### src/sv/spc_pkg.sv
// ----------------------------------------------------------------------------
// spc_pkg: shared definitions for the scaled playback clock
// Widths, the clock state record and the reading clamp.
// ----------------------------------------------------------------------------
`default_nettype none

package spc_pkg;

  localparam int TIME_BITS       = 48;
  localparam int SPEED_FRAC_BITS = 12;
  localparam int SPEED_W         = 16;
  localparam int TOL_W           = 16;
  localparam int OFFSET_W        = 32;
  localparam int THR_W           = TOL_W + SPEED_W;

  // scaled elapsed magnitude, then signed reading with headroom for the sums
  localparam int PROD_W = TIME_BITS + SPEED_W;
  localparam int SC_W   = PROD_W - SPEED_FRAC_BITS;
  localparam int NOW_W  = SC_W + 2;

  localparam int IN_DATA_W  = ((2 * TIME_BITS + SPEED_W + 7) / 8) * 8;
  localparam int OUT_DATA_W = ((TIME_BITS - 1 + 7) / 8) * 8;

  localparam logic [TIME_BITS-1:0] CLOCK_MAX  = {1'b0, {(TIME_BITS-1){1'b1}}};
  localparam logic [SPEED_W-1:0]   SPEED_ONE  = SPEED_W'(1) << SPEED_FRAC_BITS;
  localparam logic [SPEED_W-1:0]   SPEED_HALF = SPEED_W'(1) << (SPEED_FRAC_BITS - 1);
  localparam logic [TOL_W-1:0]     SLOW_TOL   = TOL_W'(5000);
  localparam logic [TOL_W-1:0]     TOL_RESET  = TOL_W'(50);

  typedef struct packed {
    logic                 running;
    logic [TIME_BITS-1:0] base_time;
    logic [TIME_BITS-1:0] anchor_sys;
    logic [TIME_BITS-1:0] held_time;
    logic [SPEED_W-1:0]   speed;
    logic                 slow_mode;
  } spc_state_t;

  // floor a running reading at 1 and cap it at the largest clock value
  function automatic logic [TIME_BITS-1:0] clamp_time(input logic signed [NOW_W-1:0] v);
    logic signed [NOW_W-1:0] lim;
    lim = $signed({{(NOW_W-TIME_BITS){1'b0}}, CLOCK_MAX});
    if (v <= 0) begin
      return TIME_BITS'(1);
    end else if (v > lim) begin
      return CLOCK_MAX;
    end else begin
      return v[TIME_BITS-1:0];
    end
  endfunction

endpackage

`default_nettype wire

### src/sv/spc_reader.sv
// ----------------------------------------------------------------------------
// spc_reader: current clock reading (held value while paused, 0 if unset)
// Running: base plus the speed-scaled elapsed time, less the display offset.
// ----------------------------------------------------------------------------
`default_nettype none

module spc_reader (
  input  spc_pkg::spc_state_t                st,
  input  logic [spc_pkg::TIME_BITS-1:0]      sys_time,
  input  logic signed [spc_pkg::OFFSET_W-1:0] display_offset,
  output logic [spc_pkg::TIME_BITS-1:0]      reading
);
  import spc_pkg::*;

  logic                    ahead;
  logic [TIME_BITS-1:0]    mag;
  logic [PROD_W-1:0]       prod;
  logic [SC_W-1:0]         scaled;
  logic signed [NOW_W-1:0] elapsed;
  logic signed [NOW_W-1:0] now;

  assign ahead   = sys_time >= st.anchor_sys;
  assign mag     = ahead ? sys_time - st.anchor_sys : st.anchor_sys - sys_time;
  assign prod    = PROD_W'(mag) * PROD_W'(st.speed);
  assign scaled  = prod[PROD_W-1:SPEED_FRAC_BITS];
  // truncate on the magnitude, then apply the sign
  assign elapsed = ahead ? $signed({2'b00, scaled}) : -$signed({2'b00, scaled});
  assign now     = $signed({{(NOW_W-TIME_BITS){1'b0}}, st.base_time}) + elapsed
                   - NOW_W'(display_offset);

  always_comb begin
    if (!st.running) begin
      reading = st.held_time;
    end else if (st.base_time == '0) begin
      reading = '0;
    end else begin
      reading = clamp_time(now);
    end
  end

endmodule

`default_nettype wire

### src/sv/scaled_playback_clock.sv
// ----------------------------------------------------------------------------
// scaled_playback_clock: speed-scaled playback clock
// Applies read, set time, set speed, start and pause events to a playback
// clock and returns the clock reading after each event.
// ----------------------------------------------------------------------------
//
//  channel  | direction | payload
//  ---------+-----------+-----------------------------------------------------
//  s_*      | in        | tuser: op; tdata: sys_time, new_time, new_speed
//  m_*      | out       | tdata: clock_time; tuser: status, paused
//  APB      | in/out    | 0x0 resync_tolerance, 0x4 display_offset
//
// One event per cycle sustained while results are taken; an event passes
// through the input register, then the result register. The path between them
// is the 48x16 elapsed-time multiplier in spc_reader followed by the offset
// adds, the resync compare and the state update.
// Reset (rst, synchronous) leaves the clock unset and paused at speed 1.0 with
// the register defaults. A stalled result holds in the result register; the
// input register keeps taking events until both registers are full.
// ----------------------------------------------------------------------------
`default_nettype none

module scaled_playback_clock (
  input  logic                             clk,
  input  logic                             rst,
  // input events
  input  logic                             s_tvalid,
  output logic                             s_tready,
  input  logic [2:0]                       s_tuser,  // [2:0] op
  // [47:0] sys_time, [95:48] new_time, [111:96] new_speed
  input  logic [spc_pkg::IN_DATA_W-1:0]    s_tdata,
  // results
  output logic                             m_tvalid,
  input  logic                             m_tready,
  output logic [spc_pkg::OUT_DATA_W-1:0]   m_tdata,  // [46:0] clock_time, [47] zero
  output logic [1:0]                       m_tuser,  // [0] status, [1] paused
  // configuration
  input  logic                             psel,
  input  logic                             penable,
  input  logic                             pwrite,
  input  logic [2:0]                       paddr,
  input  logic [31:0]                      pwdata,
  output logic [31:0]                      prdata,
  output logic                             pready
);
  import spc_pkg::*;

  typedef enum logic [2:0] {
    OP_READ      = 3'd0,
    OP_SET_TIME  = 3'd1,
    OP_SET_SPEED = 3'd2,
    OP_START     = 3'd3,
    OP_PAUSE     = 3'd4
  } op_t;

  typedef enum logic {
    REG_TOLERANCE = 1'b0,
    REG_OFFSET    = 1'b1
  } reg_idx_t;

  // configuration registers
  logic [TOL_W-1:0]           resync_tolerance;
  logic signed [OFFSET_W-1:0] display_offset;

  // input register
  logic                  in_valid;
  logic [2:0]            in_op;
  logic [TIME_BITS-1:0]  in_sys;
  logic [TIME_BITS-1:0]  in_new_time;
  logic [SPEED_W-1:0]    in_new_speed;

  // clock state
  spc_state_t st, st_next;

  logic                  advance;
  logic [TIME_BITS-1:0]  cur;
  logic                  status_next;
  logic [TIME_BITS-1:0]  post_direct;
  logic [TIME_BITS-1:0]  sub_src;
  logic                  use_sub;
  logic [TIME_BITS-1:0]  sub_val;
  logic signed [NOW_W-1:0] sub_now;
  logic [TIME_BITS-1:0]  post;

  // resync window
  logic [TOL_W-1:0]          tol_eff;
  logic [THR_W-1:0]          thr;
  logic [THR_W-1:0]          win;
  logic signed [TIME_BITS-1:0] target;
  logic signed [TIME_BITS+1:0] delta;
  logic [TIME_BITS:0]        diff;
  logic                      resync_skip;
  logic [TIME_BITS-1:0]      tgt;

  assign pready = 1'b1;

  // APB write on the access phase
  always_ff @(posedge clk) begin
    if (rst) begin
      resync_tolerance <= TOL_RESET;
      display_offset   <= '0;
    end else if (psel && penable && pwrite && pready) begin
      unique case (paddr[2])
        REG_TOLERANCE: resync_tolerance <= pwdata[TOL_W-1:0];
        REG_OFFSET:    display_offset   <= $signed(pwdata);
        default: ;
      endcase
    end
  end

  always_comb begin
    unique case (paddr[2])
      REG_TOLERANCE: prdata = {{(32-TOL_W){1'b0}}, resync_tolerance};
      REG_OFFSET:    prdata = display_offset;
      default:       prdata = '0;
    endcase
  end

  // advance the event into the result register when that slot is free
  assign advance  = in_valid && (!m_tvalid || m_tready);
  assign s_tready = !in_valid || advance;

  always_ff @(posedge clk) begin
    if (rst) begin
      in_valid <= 1'b0;
    end else if (s_tready) begin
      in_valid <= s_tvalid;
    end
  end

  always_ff @(posedge clk) begin
    if (s_tvalid && s_tready) begin
      in_op        <= s_tuser;
      in_sys       <= s_tdata[TIME_BITS-1:0];
      in_new_time  <= s_tdata[2*TIME_BITS-1:TIME_BITS];
      in_new_speed <= s_tdata[2*TIME_BITS+SPEED_W-1:2*TIME_BITS];
    end
  end

  // reading before the event
  spc_reader u_reader (
    .st             (st),
    .sys_time       (in_sys),
    .display_offset (display_offset),
    .reading        (cur)
  );

  // set time is dropped while the jump stays inside tolerance * speed
  assign tol_eff = st.slow_mode ? SLOW_TOL : resync_tolerance;
  assign thr     = THR_W'(tol_eff) * THR_W'(st.speed);
  assign win     = (thr - THR_W'(1)) >> SPEED_FRAC_BITS;
  assign target  = $signed(in_new_time);
  assign delta   = (TIME_BITS+2)'(target) - $signed({2'b00, cur});
  assign diff    = delta[TIME_BITS+1] ? (TIME_BITS+1)'(0) - delta[TIME_BITS:0]
                                      : delta[TIME_BITS:0];
  assign resync_skip = (st.base_time != '0) && (thr != '0)
                       && (diff <= {{(TIME_BITS+1-THR_W){1'b0}}, win});
  assign tgt = (target <= 0) ? TIME_BITS'(1) : target[TIME_BITS-1:0];

  always_comb begin
    st_next     = st;
    status_next = 1'b0;
    post_direct = cur;
    sub_src     = cur;
    use_sub     = 1'b0;
    unique case (in_op)
      OP_SET_TIME: begin
        if (!resync_skip) begin
          st_next.base_time  = tgt;
          st_next.anchor_sys = in_sys;
          st_next.held_time  = tgt;
          post_direct        = tgt;
          sub_src            = tgt;
          use_sub            = st.running;
        end
      end
      OP_SET_SPEED: begin
        if (in_new_speed == '0) begin
          status_next = 1'b1;
        end else begin
          st_next.base_time  = cur;
          st_next.anchor_sys = in_sys;
          st_next.held_time  = cur;
          st_next.speed      = in_new_speed;
          st_next.slow_mode  = in_new_speed < SPEED_HALF;
          use_sub            = st.running;
        end
      end
      OP_START: begin
        if (!st.running) begin
          st_next.running    = 1'b1;
          st_next.base_time  = st.held_time;
          st_next.anchor_sys = in_sys;
          sub_src            = st.held_time;
          use_sub            = 1'b1;
        end
      end
      OP_PAUSE: begin
        st_next.held_time = (cur == '0) ? TIME_BITS'(1) : cur;
        st_next.running   = 1'b0;
        post_direct       = st_next.held_time;
      end
      default: ;  // read and unused codes
    endcase
  end

  // re-read after a rebase: elapsed time is zero, only the offset applies
  assign sub_now = $signed({{(NOW_W-TIME_BITS){1'b0}}, sub_src}) - NOW_W'(display_offset);
  assign sub_val = (sub_src == '0) ? '0 : clamp_time(sub_now);
  assign post    = use_sub ? sub_val : post_direct;

  always_ff @(posedge clk) begin
    if (rst) begin
      st.running    <= 1'b0;
      st.base_time  <= '0;
      st.anchor_sys <= '0;
      st.held_time  <= '0;
      st.speed      <= SPEED_ONE;
      st.slow_mode  <= 1'b0;
      m_tvalid      <= 1'b0;
    end else if (advance) begin
      st       <= st_next;
      m_tvalid <= 1'b1;
    end else if (m_tready) begin
      m_tvalid <= 1'b0;
    end
  end

  always_ff @(posedge clk) begin
    if (advance) begin
      m_tdata <= OUT_DATA_W'({1'b0, post[TIME_BITS-2:0]});
      m_tuser <= {!st_next.running, status_next};
    end
  end

endmodule

`default_nettype wire

### config.mk
export PLATFORM = sky130hd
export DESIGN_NAME = scaled_playback_clock
export DESIGN_NICKNAME = d
export VERILOG_FILES = /design/src/sv/spc_pkg.sv /design/src/sv/spc_reader.sv /design/src/sv/scaled_playback_clock.sv
export SDC_FILE = /design/constraint.sdc
export NUM_CORES = 2
export LEC_CHECK = 0
export BUFFER_PORTS_ARGS = -buffer_cell sky130_fd_sc_hd__buf_4
export CAP_MARGIN = 20
export CORE_MARGIN = 3
export CORE_UTILIZATION = 55
export DETAILED_ROUTE_END_ITERATION = 10
export PLACE_DENSITY_LB_ADDON = 0.12
export SLEW_MARGIN = 25
export SYNTH_ARGS = -nofsm -noshare
export SYNTH_HDL_FRONTEND = slang
export SYNTH_SLANG_ARGS = --single-unit
### constraint.sdc
create_clock -name clk -period 27.5 [get_ports clk]
set_input_delay 2.75 -clock clk [delete_from_list [all_inputs] [get_ports clk]]
set_output_delay 2.75 -clock clk [all_outputs]
set_load 0.03 [all_outputs]
==> flow_metrics.py <==
metrics = {
    "run_status": {
        "status": "completed",
    },
    "grt": {
        "grt_pass1_wl_mm": 408,
        "antenna_found_initial": 12,
        "grtUsageTotal_pct": 38.8,
        "grt_start_max_net_pins": 85,
        "overflow": 0,
        "first_global_vias": 70975,
    },
    "critical_path": {
        "startpoint_type": "flip-flop",
        "endpoint_kind": "flip-flop",
        "crit_type": "reg -> reg",
        "critical-path-max-stage-delay_ns": 0.58,
        "path_common_cell": "buf_4",
        "path_max_fanout": 13,
        "cpMaxStageDelayCell": "fa_1",
        "crit_required_ns": 27.88,
        "worstPathArrival_ns": 27.02,
    },
    "placed_design": {
        "place_inst": 11817,
        "place_congestion": 1.03,
        "place_ws_ns": -0.315,
        "dp_hpwl_mm": 216,
        "port_buffers": 237,
    },
    "sta": {
        "finalCritPeriodShare_pct": 96.9,
        "slew_headroom_pct": 28.8,
        "finalHoldViolCount": 0,
        "setup_viol": 0,
        "fmaxAchievable_mhz": 37.5,
        "final.min_clock_period_ns": 26.64,
        "tightest_slew_ns": 1.07,
        "worst_slack_ns": 0.856,
        "finClkSkew_ns": 0.0333,
        "report.final.slew_viol_count": 0,
    },
    "logic_synthesis": {
        "yosys.area_share.simple_pct": 21.2,
        "synth_compound_area_share_pct": 17.8,
        "netlist_instances": 8891,
        "synth_top_cell_area_share_pct": 24.9,
        "yosysSeqAreaShare_pct": 12.9,
        "ys_async_sr_fraction_pct": 0,
        "synth_top_family_by_area": "adder cells",
        "synthXorXnorAreaFrac_pct": 3.64,
        "yosysUniqueCellTypes": 116,
        "yosys.area.top_type": "fa_1",
        "synth_edf_count": 164,
        "synthesis.nets": 10446,
        "syn_area_um2": 71300,
        "synth-seq-cells": 376,
        "synth_warnings": 0,
        "syn_avg_cell_area_um2": 8.01,
        "synth.area.top_cells": "fa_1 (25%), ha_1 (9.0%), edfxtp_1 (6.9%)",
        "synthAdderAreaFrac_pct": 33.9,
        "synth_mux_area_share_pct": 1.62,
        "synthFlopType": "dfxtp_1",
    },
    "clocking": {
        "cts_tree": "done",
        "cts-root-buf": "clkbuf_16",
        "cts_hold_buf": 0,
        "path_clk_slew_ns": 0.06,
        "htree_levels": 2,
        "cts_sinks": 376,
        "clk_latency_ns": 0.67,
        "numCtsBuffers": 49,
        "cts-root-to-sink-buffers": 3,
    },
    "die": {
        "rows": 131,
        "start_util_pct": 55.7,
        "die_h_um": 366,
        "die_w_um": 366,
        "core_area_um2": 128000,
        "io-pin-count": 242,
        "dieArea_um2": 134000,
    },
    "final_layout": {
        "multiInputGateArea_um2": 56700,
        "nNetsFinal": 11724,
        "final_cells": 11943,
        "area_growth_pct": 22.8,
        "regArea_um2": 9190,
        "layout-drive-gt1-share_pct": 20.9,
        "fillers": 10669,
    },
    "pwr": {
        "power_density_nw_per_um2": 63.7,
        "irDropWorstVdd_mv": 0.0851,
        "p_leak_nw": 40.4,
    },
    "route": {
        "vias": 71226,
        "postRouteAntennaNets": 0,
        "first_iter_violations": 7195,
        "wl_mm": 266,
        "viasPerCell": 5.96,
        "dr.pass1.iters": 7,
        "routedWlPerCell_um": 22.3,
        "drcViolationCount": 0,
    },
    "min_path": {
        "hold_class": "reg -> reg",
    },
    "flow_run": {
        "cap_violations": 0,
    },
}
## worst max-delay path: cells and delay by family, from the launching register on
kind | cells | cell delay, ns
and+or+nand+nor | 27 | 7.19
AOI/OAI and AO/OA | 34 | 7.05
adders and majority gates | 13 | 5.45
buffers and inverters | 32 | 4.76
xor gates and xnor gates | 3 | 0.87
muxes | 2 | 0.57
DFF | 1 | 0.41
## Yosys cell counts, types with 24 or more instances
master and n:
nand2b_1 49, mux2i_1 76, and2_1 497, a22oi_1 31, dfxtp_1 212, o21bai_1 53
buf_2 27, nor2b_1 165, or3_1 48, o22ai_1 58, o21a_1 72, edfxtp_1 164
nand3_1 112, and4_1 24, mux2_2 30, nor4_1 79, ha_1 511, o21ai_0 351
o211ai_1 54, inv_1 1192, fa_1 887, o31ai_2 42, and3_1 54, a31oi_1 65
nand2_1 1212, nand4_1 112, a21o_1 134, xor2_1 117, clkbuf_1 422, nor2_1 475
o31ai_1 47, nor3_1 131, a221oi_1 32, xnor2_1 176, or2_2 32, a21oi_1 656
a211oi_1 73
## power breakdown
part | switching, mW | internal (mW) | total [mW]
Combinational | 2.35 | 1.92 | 4.26
Sequential | 0.0295 | 0.612 | 0.641
Clock | 0.295 | 0.372 | 0.667
Total | 2.67 | 2.90 | 5.57
## stage by stage
stage	cell area (um2)	hold WS (ns)	TNS [ns]	power, mW	util (%)
final	87500	0.464	0	5.57	68.4
after global routing	87500	0.484	-2.34	5.90	68.4
after CTS	86400	0.469	0	5.38	67.5
after detailed placement	84700	0.461	-11.10	4.67	66.2
after global placement	84700	0.442	0	4.64	66.2
after floorplan	71300	0.436	0	2.68	-
## state kept, by name, summed over array words and instances (netlist names)
| name | count |
|---|---|
| in_new_time | 48 |
| in_sys | 48 |
| in_new_speed | 16 |
| st | 162 |
| m_tuser | 2 |
| m_tvalid | 1 |
| in_valid | 1 |
| in_op | 3 |
| m_tdata | 47 |
| resync_tolerance | 16 |
| display_offset | 32 |
## kinds of logic after synthesis
kind of cell | Yosys count
xor+xnor | 294
mux | 110
compound gates | 1952
other cells | 2
flops | 376
simple gates | 3088
fa+ha+maj | 1398
buf+inv | 1671
## routing by layer
metal  track usage (%)  part of all wire [%]
met1              53.3                    41
met2              59.1                    43
met3              9.86                    11
met4              14.5                   4.2
met5                 0                 0.091
## worst paths after layout
kind / startpoint / to / slack [ns] / cells after the start
setup / recovery: in_sys[0]$_DFFE_PP_ / m_tdata[15]$_DFFE_PP_ / 0.86 / 111
hold reg to reg: resync_tolerance[14]$_SDFFE_PP0P_ / resync_tolerance[14]$_SDFFE_PP0P_ / 0.46 / 2
setup reg to reg: in_sys[0]$_DFFE_PP_ / m_tdata[15]$_DFFE_PP_ / 0.86 / 111
hold / removal: resync_tolerance[14]$_SDFFE_PP0P_ / resync_tolerance[14]$_SDFFE_PP0P_ / 0.46 / 2
## final cells by class
class | count | area share [%]
antenna | 5 | 0.0143
clock inverter | 33 | 0.380
timing repair buffer | 1701 | 15.2
tap | 1729 | 2.47
sequential | 376 | 10.5
multi-input combinational | 6845 | 64.8
clock buffer | 58 | 1.49
inverter | 1196 | 5.13
## what timing repair did
| action | 4_1_cts | 5_1_grt |
|---|---|---|
| gates cloned | 0 | 4 |
| pin swaps | 1 | 41 |
| setup buffers | 3 | 23 |
| hold endpoints to repair | 0 | 0 |
| gates resized for setup | 9 | 205 |
| setup endpoints to repair | 47 | 47 |
## cells in the final DEF (no fill, tap or decap), drive strengths merged, types with 24 or more instances in the layout
master and n:
inv 1204, or2 34, buf 1698, nor2b 165, a21oi 658, nor3 132, or3 48, a221oi 32
and4 24, o22ai 61, dfxtp 212, ha 511, o31ai 89, nand2 1213, a31oi 65, nand3 112
xnor2 177, nor2 475, nand2b 49, mux2 33, a21o 134, nor4 81, a211oi 74, o21a 72
nand4 112, o21bai 53, and2 499, o21ai 363, a22oi 31, and3 55, mux2i 77, xor2 117
edfxtp 164, fa 887, a21boi 24, clkbuf 60, o211ai 54
Note: power is estimated with default switching activity, not from simulation.
